File: src/design/vbd_pkg.sv
package vbd_pkg;

  typedef enum logic [1:0] {
    REQ_PUSH    = 2'd0,
    REQ_START   = 2'd1,
    REQ_BIT     = 2'd2,
    REQ_LITERAL = 2'd3
  } req_type_e;

  typedef enum logic [1:0] {
    ST_OK          = 2'd0,
    ST_STARVED     = 2'd1,
    ST_OVERFLOW    = 2'd2,
    ST_NOT_STARTED = 2'd3
  } status_e;

  typedef enum logic [2:0] {
    BK_IDLE,
    BK_NORM,
    BK_WAIT,
    BK_BYTE,
    BK_MUL,
    BK_DEC,
    BK_RESP
  } back_state_e;

  // Classified request handed from the front end to the back end
  typedef struct packed {
    req_type_e   kind;
    logic [7:0]  data_byte;
    logic        last_byte;
    logic [7:0]  prob;
    logic [5:0]  nbits;
  } cmd_t;

  localparam logic [7:0]        RangeInit      = 8'd255;
  localparam logic signed [4:0] CreditInit     = -5'sd16;
  localparam logic [7:0]        LiteralProb    = 8'd128;
  localparam logic [5:0]        MaxLiteralBits = 6'd32;

endpackage

File: src/design/vbd_if.sv
interface vbd_req_if;
  logic       valid;
  logic       ready;
  logic [1:0] req_type;
  logic [7:0] data_byte;
  logic       last_byte;
  logic [7:0] probability;
  logic [5:0] literal_bits;

  modport source (
    output valid, req_type, data_byte, last_byte, probability, literal_bits,
    input  ready
  );
  modport sink (
    input  valid, req_type, data_byte, last_byte, probability, literal_bits,
    output ready
  );
endinterface

interface vbd_rsp_if;
  logic        valid;
  logic        ready;
  logic [31:0] value;
  logic [1:0]  status;

  modport source (output valid, value, status, input ready);
  modport sink (input valid, value, status, output ready);
endinterface

File: src/design/vbd_front.sv
module vbd_front (
  input  logic          clk_i,
  input  logic          rst_ni,
  vbd_req_if.sink       req_i,
  output vbd_pkg::cmd_t cmd_o,
  output logic          cmd_valid_o,
  input  logic          cmd_ready_i
);
  import vbd_pkg::*;

  cmd_t       cls;
  cmd_t       slot_q [2];
  logic       wr_ptr_q, wr_ptr_d;
  logic       rd_ptr_q, rd_ptr_d;
  logic [1:0] cnt_q, cnt_d;
  logic       push, pop;

  // Classify: literal runs at fixed probability, length clamped
  always_comb begin
    cls.kind      = req_type_e'(req_i.req_type);
    cls.data_byte = req_i.data_byte;
    cls.last_byte = req_i.last_byte;
    cls.prob      = (cls.kind == REQ_LITERAL) ? LiteralProb : req_i.probability;
    if (cls.kind == REQ_BIT) begin
      cls.nbits = 6'd1;
    end else if (req_i.literal_bits > MaxLiteralBits) begin
      cls.nbits = MaxLiteralBits;
    end else begin
      cls.nbits = req_i.literal_bits;
    end
  end

  assign req_i.ready = (cnt_q != 2'd2);
  assign cmd_valid_o = (cnt_q != 2'd0);
  assign cmd_o       = slot_q[rd_ptr_q];
  assign push        = req_i.valid && req_i.ready;
  assign pop         = cmd_valid_o && cmd_ready_i;

  always_comb begin
    wr_ptr_d = push ? ~wr_ptr_q : wr_ptr_q;
    rd_ptr_d = pop ? ~rd_ptr_q : rd_ptr_q;
    cnt_d    = cnt_q + {1'b0, push} - {1'b0, pop};
  end

  always_ff @(posedge clk_i or negedge rst_ni) begin
    if (!rst_ni) begin
      wr_ptr_q <= 1'b0;
      rd_ptr_q <= 1'b0;
      cnt_q    <= 2'd0;
    end else begin
      wr_ptr_q <= wr_ptr_d;
      rd_ptr_q <= rd_ptr_d;
      cnt_q    <= cnt_d;
    end
  end

  always_ff @(posedge clk_i) begin
    if (push) begin
      slot_q[wr_ptr_q] <= cls;
    end
  end

endmodule

File: src/design/vbd_back.sv
module vbd_back #(
  parameter int FIFO_DEPTH = 16
) (
  input  logic          clk_i,
  input  logic          rst_ni,
  input  vbd_pkg::cmd_t cmd_i,
  input  logic          cmd_valid_i,
  output logic          cmd_ready_o,
  vbd_rsp_if.source     rsp_o
);
  import vbd_pkg::*;

  localparam int PtrW = $clog2(FIFO_DEPTH);
  localparam int CntW = $clog2(FIFO_DEPTH + 1);
  localparam logic [PtrW-1:0] PtrLast = PtrW'(FIFO_DEPTH - 1);
  localparam logic [CntW-1:0] CntFull = CntW'(FIFO_DEPTH);

  back_state_e       state_q, state_d;
  logic [7:0]        range_q, range_d;
  logic [23:0]       cw_q, cw_d;
  logic signed [4:0] credit_q, credit_d, credit_n;
  logic [PtrW-1:0]   rp_q, rp_d, wp_q, wp_d;
  logic [CntW-1:0]   count_q, count_d;
  logic              ended_q, ended_d;
  logic              started_q, started_d;
  logic              out_valid_q, out_valid_d;

  cmd_t              cmd_q, cmd_d;
  logic [1:0]        bytes_left_q, bytes_left_d;
  logic [5:0]        bits_left_q, bits_left_d;
  logic [15:0]       acc_q, acc_d;
  logic [7:0]        split_q, split_d;
  logic [31:0]       value_q, value_d;
  status_e           res_status_q, res_status_d;
  logic [31:0]       out_value_q, out_value_d;
  status_e           out_status_q, out_status_d;
  logic [PtrW-1:0]   snap_rp_q, snap_rp_d;
  logic [CntW-1:0]   snap_count_q, snap_count_d;
  logic [7:0]        snap_range_q, snap_range_d;
  logic [23:0]       snap_cw_q, snap_cw_d;
  logic signed [4:0] snap_credit_q, snap_credit_d;

  logic [7:0]        mem [FIFO_DEPTH];
  logic [7:0]        rd_q;
  logic              mem_we;
  logic [3:0]        sh;
  logic [7:0]        b;
  logic [15:0]       prod;
  logic              bit_one;

  function automatic logic [3:0] norm_shift(logic [7:0] r);
    logic [3:0] s;
    s = 4'd8;
    for (int i = 0; i < 8; i++) begin
      if (r[i]) s = 4'(7 - i);
    end
    return s;
  endfunction

  assign cmd_ready_o  = (state_q == BK_IDLE);
  assign rsp_o.valid  = out_valid_q;
  assign rsp_o.value  = out_value_q;
  assign rsp_o.status = out_status_q;

  always_comb begin
    state_d       = state_q;
    range_d       = range_q;
    cw_d          = cw_q;
    credit_d      = credit_q;
    rp_d          = rp_q;
    wp_d          = wp_q;
    count_d       = count_q;
    ended_d       = ended_q;
    started_d     = started_q;
    cmd_d         = cmd_q;
    bytes_left_d  = bytes_left_q;
    bits_left_d   = bits_left_q;
    acc_d         = acc_q;
    split_d       = split_q;
    value_d       = value_q;
    res_status_d  = res_status_q;
    out_value_d   = out_value_q;
    out_status_d  = out_status_q;
    snap_rp_d     = snap_rp_q;
    snap_count_d  = snap_count_q;
    snap_range_d  = snap_range_q;
    snap_cw_d     = snap_cw_q;
    snap_credit_d = snap_credit_q;
    out_valid_d   = out_valid_q && !rsp_o.ready;
    mem_we        = 1'b0;
    sh            = norm_shift(range_q);
    credit_n      = credit_q + $signed({1'b0, sh});
    b             = 8'd0;
    prod          = {8'd0, range_q - 8'd1} * {8'd0, cmd_q.prob};
    bit_one       = (cw_q >= {split_q, 16'h0000});

    case (state_q)
      BK_IDLE: begin
        if (cmd_valid_i) begin
          cmd_d         = cmd_i;
          snap_rp_d     = rp_q;
          snap_count_d  = count_q;
          snap_range_d  = range_q;
          snap_cw_d     = cw_q;
          snap_credit_d = credit_q;
          value_d       = 32'd0;
          res_status_d  = ST_OK;
          bytes_left_d  = 2'd3;
          acc_d         = 16'd0;
          bits_left_d   = cmd_i.nbits;
          state_d       = BK_RESP;
          case (cmd_i.kind)
            REQ_PUSH: begin
              if (count_q == CntFull) begin
                res_status_d = ST_OVERFLOW;
              end else begin
                mem_we  = 1'b1;
                wp_d    = (wp_q == PtrLast) ? '0 : wp_q + 1'b1;
                count_d = count_q + 1'b1;
                // a plain byte into an empty FIFO opens a new partition
                if (cmd_i.last_byte) begin
                  ended_d = 1'b1;
                end else if (count_q == '0) begin
                  ended_d = 1'b0;
                end
              end
            end
            REQ_START: begin
              state_d = BK_WAIT;
            end
            REQ_BIT, REQ_LITERAL: begin
              if (!started_q) begin
                res_status_d = ST_NOT_STARTED;
              end else if (cmd_i.nbits != 6'd0) begin
                state_d = BK_NORM;
              end
            end
            default: begin
              state_d = BK_RESP;
            end
          endcase
        end
      end

      BK_NORM: begin
        range_d  = 8'(range_q << sh);
        cw_d     = 24'(cw_q << sh);
        credit_d = credit_n;
        if (!credit_n[4]) begin
          bytes_left_d = 2'd2;
          acc_d        = 16'd0;
          state_d      = BK_WAIT;
        end else begin
          state_d = BK_MUL;
        end
      end

      // wait state for the registered FIFO read at the current read pointer
      BK_WAIT: begin
        state_d = BK_BYTE;
      end

      BK_BYTE: begin
        if (count_q == '0 && !ended_q) begin
          // starved: roll the whole transaction back
          range_d      = snap_range_q;
          cw_d         = snap_cw_q;
          credit_d     = snap_credit_q;
          rp_d         = snap_rp_q;
          count_d      = snap_count_q;
          value_d      = 32'd0;
          res_status_d = ST_STARVED;
          state_d      = BK_RESP;
        end else begin
          if (count_q != '0) begin
            b       = rd_q;
            rp_d    = (rp_q == PtrLast) ? '0 : rp_q + 1'b1;
            count_d = count_q - 1'b1;
          end
          acc_d = {acc_q[7:0], b};
          if (bytes_left_q == 2'd1) begin
            if (cmd_q.kind == REQ_START) begin
              cw_d         = {acc_q, b};
              range_d      = RangeInit;
              credit_d     = CreditInit;
              started_d    = 1'b1;
              res_status_d = ST_OK;
              state_d      = BK_RESP;
            end else begin
              cw_d     = cw_q | 24'({8'd0, acc_q[7:0], b} << credit_q[2:0]);
              // drop the credit by 16
              credit_d = credit_q + CreditInit;
              state_d  = BK_MUL;
            end
          end else begin
            bytes_left_d = bytes_left_q - 2'd1;
            state_d      = BK_WAIT;
          end
        end
      end

      BK_MUL: begin
        split_d = prod[15:8] + 8'd1;
        state_d = BK_DEC;
      end

      BK_DEC: begin
        if (bit_one) begin
          range_d = range_q - split_q;
          cw_d    = cw_q - {split_q, 16'h0000};
        end else begin
          range_d = split_q;
        end
        value_d     = {value_q[30:0], bit_one};
        bits_left_d = bits_left_q - 6'd1;
        if (bits_left_q == 6'd1) begin
          res_status_d = ST_OK;
          state_d      = BK_RESP;
        end else begin
          state_d = BK_NORM;
        end
      end

      BK_RESP: begin
        if (!out_valid_q || rsp_o.ready) begin
          out_valid_d  = 1'b1;
          out_value_d  = value_q;
          out_status_d = res_status_q;
          state_d      = BK_IDLE;
        end
      end

      default: begin
        state_d = BK_IDLE;
      end
    endcase
  end

  always_ff @(posedge clk_i or negedge rst_ni) begin
    if (!rst_ni) begin
      state_q     <= BK_IDLE;
      range_q     <= RangeInit;
      cw_q        <= 24'd0;
      credit_q    <= CreditInit;
      rp_q        <= '0;
      wp_q        <= '0;
      count_q     <= '0;
      ended_q     <= 1'b0;
      started_q   <= 1'b0;
      out_valid_q <= 1'b0;
    end else begin
      state_q     <= state_d;
      range_q     <= range_d;
      cw_q        <= cw_d;
      credit_q    <= credit_d;
      rp_q        <= rp_d;
      wp_q        <= wp_d;
      count_q     <= count_d;
      ended_q     <= ended_d;
      started_q   <= started_d;
      out_valid_q <= out_valid_d;
    end
  end

  always_ff @(posedge clk_i) begin
    cmd_q         <= cmd_d;
    bytes_left_q  <= bytes_left_d;
    bits_left_q   <= bits_left_d;
    acc_q         <= acc_d;
    split_q       <= split_d;
    value_q       <= value_d;
    res_status_q  <= res_status_d;
    out_value_q   <= out_value_d;
    out_status_q  <= out_status_d;
    snap_rp_q     <= snap_rp_d;
    snap_count_q  <= snap_count_d;
    snap_range_q  <= snap_range_d;
    snap_cw_q     <= snap_cw_d;
    snap_credit_q <= snap_credit_d;
  end

  always_ff @(posedge clk_i) begin
    if (mem_we) begin
      mem[wp_q] <= cmd_i.data_byte;
    end
    rd_q <= mem[rp_q];
  end

endmodule

File: src/design/vp8_bool_decoder.sv
// Boolean range decoder with a compressed-byte FIFO.
// req_i carries one request per transaction: push a byte (optionally marked as
// the partition's last), start a partition, decode one bit at a given
// probability, or decode a literal of up to 32 bits. rsp_o returns exactly one
// transaction per request, in order, with the decoded value and a status.
// A two-entry queue in the front end takes requests while the back end works
// and while a response waits in the output register.
// The back end serves one request at a time: a push or a rejected request goes
// straight to the response register; a start reads three bytes, each through a
// wait and a byte state; a bit normalizes, refills two bytes when the credit
// turns nonnegative, then multiplies and compares; a literal repeats the bit
// step per bit. The pace is set by the single bit-step sequencer (normalize,
// multiply, compare) and the registered FIFO read port.
// Reset clears the queue, the FIFO pointers and the decode state (range 255,
// credit -16, not started); FIFO contents are not cleared.
// If the receiver stalls, the response holds in the output register, the back
// end finishes at most one more request and then waits; the queue fills and
// req_i.ready drops.
module vp8_bool_decoder #(
  parameter int FIFO_DEPTH = 16
) (
  input  logic      clk_i,
  input  logic      rst_ni,
  vbd_req_if.sink   req_i,
  vbd_rsp_if.source rsp_o
);
  import vbd_pkg::*;

  cmd_t cmd;
  logic cmd_valid;
  logic cmd_ready;

  vbd_front u_front (
    .clk_i       (clk_i),
    .rst_ni      (rst_ni),
    .req_i       (req_i),
    .cmd_o       (cmd),
    .cmd_valid_o (cmd_valid),
    .cmd_ready_i (cmd_ready)
  );

  vbd_back #(
    .FIFO_DEPTH (FIFO_DEPTH)
  ) u_back (
    .clk_i       (clk_i),
    .rst_ni      (rst_ni),
    .cmd_i       (cmd),
    .cmd_valid_i (cmd_valid),
    .cmd_ready_o (cmd_ready),
    .rsp_o       (rsp_o)
  );

  a_err_value_zero : assert property (@(posedge clk_i) disable iff (!rst_ni)
    rsp_o.valid && (rsp_o.status != ST_OK) |-> (rsp_o.value == 32'd0))
    else $error("non-ok response carries a nonzero value");

  a_queue_presents : assert property (@(posedge clk_i) disable iff (!rst_ni)
    req_i.valid && req_i.ready && !cmd_valid |=> cmd_valid)
    else $error("accepted request not presented to back end");

  a_back_one_at_a_time : assert property (@(posedge clk_i) disable iff (!rst_ni)
    cmd_valid && cmd_ready |=> !cmd_ready)
    else $error("back end took a second request while busy");

endmodule

File: src/flat_wrapper.sv
// flat-port wrapper written by rule: the top's interface ports become plain ports
module vp8_bool_decoder_flat import vbd_pkg::*;
#(
  parameter int FIFO_DEPTH = 16
)
  (clk_i, rst_ni, req_i_valid, req_i_req_type, req_i_data_byte, req_i_last_byte, req_i_probability, req_i_literal_bits, req_i_ready, rsp_o_valid, rsp_o_value, rsp_o_status, rsp_o_ready);
  vbd_req_if req_i_i ();
  vbd_rsp_if rsp_o_i ();
  input  logic clk_i;
  input  logic rst_ni;
  input wire logic [$bits(req_i_i.valid)-1:0] req_i_valid;
  input wire logic [$bits(req_i_i.req_type)-1:0] req_i_req_type;
  input wire logic [$bits(req_i_i.data_byte)-1:0] req_i_data_byte;
  input wire logic [$bits(req_i_i.last_byte)-1:0] req_i_last_byte;
  input wire logic [$bits(req_i_i.probability)-1:0] req_i_probability;
  input wire logic [$bits(req_i_i.literal_bits)-1:0] req_i_literal_bits;
  output wire logic [$bits(req_i_i.ready)-1:0] req_i_ready;
  output wire logic [$bits(rsp_o_i.valid)-1:0] rsp_o_valid;
  output wire logic [$bits(rsp_o_i.value)-1:0] rsp_o_value;
  output wire logic [$bits(rsp_o_i.status)-1:0] rsp_o_status;
  input wire logic [$bits(rsp_o_i.ready)-1:0] rsp_o_ready;
  assign req_i_i.valid = req_i_valid;
  assign req_i_i.req_type = req_i_req_type;
  assign req_i_i.data_byte = req_i_data_byte;
  assign req_i_i.last_byte = req_i_last_byte;
  assign req_i_i.probability = req_i_probability;
  assign req_i_i.literal_bits = req_i_literal_bits;
  assign req_i_ready = req_i_i.ready;
  assign rsp_o_valid = rsp_o_i.valid;
  assign rsp_o_value = rsp_o_i.value;
  assign rsp_o_status = rsp_o_i.status;
  assign rsp_o_i.ready = rsp_o_ready;
  vp8_bool_decoder #(.FIFO_DEPTH(FIFO_DEPTH)) u_core (.clk_i(clk_i), .rst_ni(rst_ni), .req_i(req_i_i), .rsp_o(rsp_o_i));
endmodule
File: config.mk
export PLATFORM = sky130hd
export DESIGN_NAME = vp8_bool_decoder_flat
export DESIGN_NICKNAME = d
export VERILOG_FILES = /design/src/design/vbd_pkg.sv /design/src/design/vbd_if.sv /design/src/design/vbd_front.sv /design/src/design/vbd_back.sv /design/src/design/vp8_bool_decoder.sv /design/src/flat_wrapper.sv
export SDC_FILE = /design/constraint.sdc
export NUM_CORES = 1
export LEC_CHECK = 0
export BUFFER_PORTS_ARGS = -buffer_cell sky130_fd_sc_hd__clkbuf_2
export CAP_MARGIN = 25
export CORE_AREA = 2 2 187 189
export CTS_CLUSTER_DIAMETER = 150
export CTS_CLUSTER_SIZE = 14
export DETAILED_ROUTE_END_ITERATION = 10
export DIE_AREA = 0 0 189 191
export PLACE_DENSITY_LB_ADDON = 0.25
export SLEW_MARGIN = 25
export SYNTH_ARGS = -nofsm -noshare
export SYNTH_HDL_FRONTEND = slang
export SYNTH_SLANG_ARGS = --single-unit
File: constraint.sdc
create_clock -name clk_i -period 7.3 [get_ports clk_i]
set_input_delay 0.73 -clock clk_i [delete_from_list [all_inputs] [get_ports clk_i]]
set_output_delay 0.73 -clock clk_i [all_outputs]
set_load 0.005 [all_outputs]
# Yosys cells after proc, flatten, opt, wreduce, memory -nomap -nowiden
# Memory sizes are Yosys's and may differ from the RTL's. A register that Yosys moved wholly into a read port is not among the register bits.
# Index checks and enable logic that the tools add are counted.
dict set report totals {
  rom_bits 0
  input_bits 29
  out_inout_bits 36
  mem_count 2
  ram_bits 178
  wordCells 209
  reg_bits 216
  latch_bits 0
}
# memory words width rd rd_ports_with_merged_regs write_ports line_no
set memory_table {}
lappend memory_table {u_core.u_back.mem 16 8 1 1 1 vbd_back.sv:43} ;# logic [7:0] mem [FIFO_DEPTH];
lappend memory_table {u_core.u_front.slot_q 2 25 1 0 1 vbd_front.sv:12} ;# cmd_t slot_q [2];
dict set report op_classes {
  n_eq_ne 31
  n_mul 1
  n_lt_le_gt_ge 2
  reduce_logical 39
  n_addsub 14
  shift 3
  div 0
  n_bitwise 5
  muxes 84
}
# cell n
set ops {}
lappend ops {{$mux W24} 4}
lappend ops {{$pmux W32 S3} 1}
lappend ops {{$pmux W24 S3} 1}
lappend ops {{$mux W32} 2}
lappend ops {{$mux W8} 8}
lappend ops {{$mux W16} 3}
lappend ops {{$mux W4} 12}
lappend ops {{$pmux W16 S3} 1}
lappend ops {{$mux W5} 8}
lappend ops {{$ge A24 B24 Y1} 1}
lappend ops {{$mux W2} 12}
lappend ops {{$mux W3} 8}
lappend ops {{$or A24 B24 Y24} 1}
lappend ops {{$pmux W8 S3} 1}
lappend ops {{$shl A16 B3 Y24} 1}
lappend ops {{$shl A24 B4 Y24} 1}
lappend ops {{$sub A24 B24 Y24} 1}
lappend ops {{$ne A2 B2 Y1 const B} 11}
lappend ops {{$pmux W3 S7} 1}
lappend ops {{$pmux W5 S2} 2}
lappend ops {{$reduce_and A5 Y1} 4}
lappend ops {{$mux W6} 3}
lappend ops {{$mul A8 B8 Y16} 1}
lappend ops {{$mux W1} 12}
lappend ops {{other kinds (42)} 79}

# Logic depth before layout (Yosys ltp)
dict set report depth {
  word_depth 11
  ltp_mapped 21
}

# By module
# From an unflattened synthesis, not the netlist that was laid out.
dict set report hier_totals {
  hier_cells 1733
  hier_area_um2 21058.9
}
# module area_per_inst_um2 instances cells_per_inst seq_area_each_um2
set modules_own_cells {}
lappend modules_own_cells {vbd_back 18923.1 1 1615 10100.9}
lappend modules_own_cells {vbd_front 2135.8 1 118 1601.5}

# Worst setup path after synthesis
# No wires, ideal clock.
dict set report synth_timing {
  path_type {register to register}
  from {register u_core.u_back.range_q[0]}
  to {register u_core.u_back.bytes_left_q[0], enable pin}
  setup_time_ns 0.330
  setup_slack_ns 1.047
  path_buffers 3
  synth_period_minus_slack_ns 6.253
  stages_incl_launch_ff 17
  arrival_time_ns 5.923
  required_ns 6.970
  path_cell_list {dfstp_2 clkbuf_1 inv_1 ha_1 inv_1 ha_1 nand2b_1 a211o_1 buf_4 inv_1 buf_2 fa_1 a21o_1 a21oi_1 xnor2_1 a2111oi_0 a21boi_0}
}
dict set report synth_via {
  elab_chain_cells 11
}
# item line_no
set synth_rtl {}
lappend synth_rtl {{start: declaration} vbd_back.sv:19} ;# logic [7:0] range_q, range_d;
lappend synth_rtl {{start signal: assignment} vbd_back.sv:242} ;# range_q <= RangeInit;
lappend synth_rtl {{start signal: assignment} vbd_back.sv:253} ;# range_q <= range_d;
lappend synth_rtl {{$mux W4 (8 in a row)} vbd_back.sv:55} ;# if (r[i]) s = 4'(7 - i);
lappend synth_rtl {{$add A5 B5 Y5} vbd_back.sv:92} ;# credit_n = credit_q + $signed({1'b0, sh});
lappend synth_rtl {{$ne A2 B2 Y1 (no line)} --}
lappend synth_rtl {{$reduce_and A5 Y1 (no line)} --}
lappend synth_rtl {{end signal: assignment} vbd_back.sv:267} ;# bytes_left_q <= bytes_left_d;
lappend synth_rtl {{end: declaration} vbd_back.sv:29} ;# logic [1:0] bytes_left_q, bytes_left_d;
# No other way between the ends.
# A chain may end at the register's enable or synchronous reset.

# Final worst setup path
dict set report layout_timing {
  from {register u_core.u_back.range_q[0]}
  to {register u_core.u_back.split_q[7] (data pin)}
}
dict set report layout_via {
  elab_chain_cells 3
}
# item line_no
set layout_rtl {}
lappend layout_rtl {{$sub A8 B1 Y8} vbd_back.sv:94} ;# prod = {8'd0, range_q - 8'd1} * {8'd0, cmd_q.prob};
lappend layout_rtl {{$mul A8 B8 Y16} vbd_back.sv:94}
lappend layout_rtl {{$add A8 B1 Y8} vbd_back.sv:203} ;# split_d = prod[15:8] + 8'd1;
lappend layout_rtl {{end signal: assignment} vbd_back.sv:270} ;# split_q <= split_d;
lappend layout_rtl {{end: declaration} vbd_back.sv:32} ;# logic [7:0] split_q, split_d;
# No other way between the ends.

==> run metrics <==
initial core utilization=62.0%; syn_area_per_cell=12.4 µm²; post-synth top area share=47.4%; Critical-path top delay cell=dfstp_2; final hold vios=0; most common cell after layout, fill and taps aside=edfxtp_1; Synth cell types=87; most frequent cells in the layout=edfxtp_1 (334), nand2_1 (126), mux2i_1 (94), a21oi_1 (84), nor2_1 (82); largest delay contributor family on the critical path=adder cells; Post-Synthesis Cell Area=0.0211 mm²; Critical Path Start Type=register; # fillers=2563; YS warnings=0; Slew Viols, Final=0; Die W=189 µm; post-synthesis sequential area ratio=55.3%; Max-slew headroom=29.7%; max incr delay on CP=680 ps; final antenna-violating net count=0; Slew @ Worst Pin=1050 ps; first-pass GRT wire length=76800 µm; vias=14.1k; async set or reset register ratio after synthesis=14.9%; Post-synth EDFFs=334; all-layer global routing usage=27.4%; Gates resized, CTS repair=0; # DRC=0; CTS Buffer Depth=3; Worst Hold Class=primary input to register; Port Buffers=64; final cycle utilization of the critical path=86.0%; routed vias/inst=6.37; Synth Flop Type=edfxtp_1; Area contributors post-synth=edfxtp_1 (47%), dfrtp_1 (6.0%), mux2i_1 (4.4%); WS Path Type=register to register; largest net degree at the start of global routing=61; minimum clock period after layout=6280 ps; maxcap violations=0; die area=0.0361 mm²; Crit. End Element=register; cts hold-fix bufs=0; Arr. time, crit path=6570 ps; grt total ovfl=0; syn_nets=1844; Clock Tree Root=clkbuf_16; area occupied by registers=0.0117 mm²; final RePlAce weighted congestion=0.925; Ant. Diodes=0; DR pass1 iterations=6; IO Count=65; Sink Count=402; Setup TNS=0 ps; synthesized instance count=1707; H-tree levels=2; CP dominant cell by count=fa_1; WL/cell=22.0 µm; #FFs+latches synth=402; fin nets=1876; Clock transition at path regs=80 ps; TritonCTS Buffers=34; buffer and inverter count on the worst path=2; number of DRC markers in iteration 0=1455; Post-CTS Setup Repair Bufs=0; final WL=48900 µm; row cnt=68; Multi-input gate area=0.00879 mm²; HPWL after DPL=32800 µm; vias in the first global route=13.8k; area leader, netlist=edfxtp_1; fmax=159 MHz; Layout area overhead=8.28%; initial antenna violation count=0; area of the core=0.0341 mm²; RSZ-0062 raised after global routing=false; status=completed; data required time at the worst endpoint=7600 ps; CTS tree=done; largest fanout on the critical path=13; clock skew=14.9 ps; die span in y=191 µm; share of cells above drive strength 1=12.5%; worst skew pair latency=550 ps; # setup viols final=0; cell breakdown of the critical path=inv_1 -> ha_1 -> nand2_1 -> xor2_1 -> nand2b_1 -> fa_1 -> fa_1 -> inv_1 -> fa_1 -> fa_1 -> ha_1 -> and2_1 -> and3_1 -> a211oi_1 -> o2111ai_1 -> o31ai_1 -> o221ai_1 -> xnor2_1
-- layout make-up --
type                    instances  share of cell area (%)
inverters                      80                    1.31
clock inverters                 4                   0.404
clock buffers                  58                    4.11
repair buffers                 86                    2.21
multi-input cells            1135                    38.4
flip-flops and latches        402                    51.1
well taps                     455                    2.49
-- Yosys cell counts, types with 7 or more instances --
master / n
o21a_1: 12
mux2i_1: 94
a22oi_1: 19
a211oi_1: 13
nand2b_1: 19
ha_1: 70
o21ai_0: 72
and2_1: 60
dfstp_2: 9
xor2_1: 13
nor3_1: 13
fa_1: 38
a221oi_1: 20
mux2_2: 35
buf_1: 8
o211ai_1: 13
a21o_1: 8
nand2_1: 126
a21oi_1: 85
nand3_1: 19
nor2b_1: 51
nor2_1: 87
dfxtp_1: 8
edfxtp_1: 334
a31oi_1: 23
mux4_2: 17
and3_1: 46
dfrtp_1: 51
inv_1: 80
or3_1: 10
a22o_1: 7
clkbuf_1: 51
buf_2: 22
xnor2_1: 28
-- per-stage QoR --
stage	utilization (%)	hold slack, ps	worst slack [ps]	cells	area (µm²)
finish	67.1	372	1020	2220	22900
global route	67.1	359	633	2220	22900
CTS	67.1	350	1120	2220	22900
detailed placement	64.1	414	1130	2158	21900
global placement	64.0	404	1370	2157	21800
floorplan	-	400	1050	1707	21100
-- metal layers --
metal | global-route usage (%) | routed length (µm) | up-vias
met5 | 0 | 0 | -
met4 | 8.83 | 1360 | 0
met3 | 3.73 | 3100 | 106
met2 | 43.9 | 23200 | 561
met1 | 39.1 | 21200 | 7020
li1 | - | - | 6453
-- worst paths after layout --
check | from | to | slack, ps | cells past startpoint
min | req_i_data_byte[0] | u_core.u_front.slot_q[0][15]$_DFFE_PP_ | 370 | 1
max reg2reg | u_core.u_back.range_q[0]$_DFFE_PN1P_ | u_core.u_back.split_q[7]$_DFFE_PP_ | 1020 | 18
min reg2reg | u_core.u_back.value_q[31]$_SDFFCE_PN0P_ | u_core.u_back.rsp_o.value[31]$_DFFE_PP_ | 430 | 0
min in group asynchronous | rst_ni | u_core.u_back.credit_q[3]$_DFFE_PN0P_ | 390 | 2
max | u_core.u_back.range_q[0]$_DFFE_PN1P_ | u_core.u_back.split_q[7]$_DFFE_PP_ | 1020 | 18
max in group asynchronous | rst_ni | u_core.u_back.rp_q[1]$_DFFE_PN0P_ | 6240 | 2
-- logic make-up after synthesis --
kind of cell | share of synthesized area [%]
simple gates | 11.6
buf+inv | 3.38
mux | 8.12
xor+xnor | 1.70
compound gates | 12.1
fa+ha+maj | 7.74
flops | 55.3
-- flip-flops by register name, indices dropped and copies added, names as in the netlist, 10 cells and up, named ones only --
signal	flops
u_core.u_back.mem	128
u_core.u_back.cw_q	22
u_core.u_back.snap_cw_q	24
u_core.u_front.slot_q	50
u_core.u_back.cmd_q	10
u_core.u_back.value_q	32
u_core.u_back.acc_q	16
u_core.u_back.rsp_o.value	32
Power is left out: the tool's default activity adds up to more than one toggle a clock period on the data nets, which glitch-free logic cannot reach.
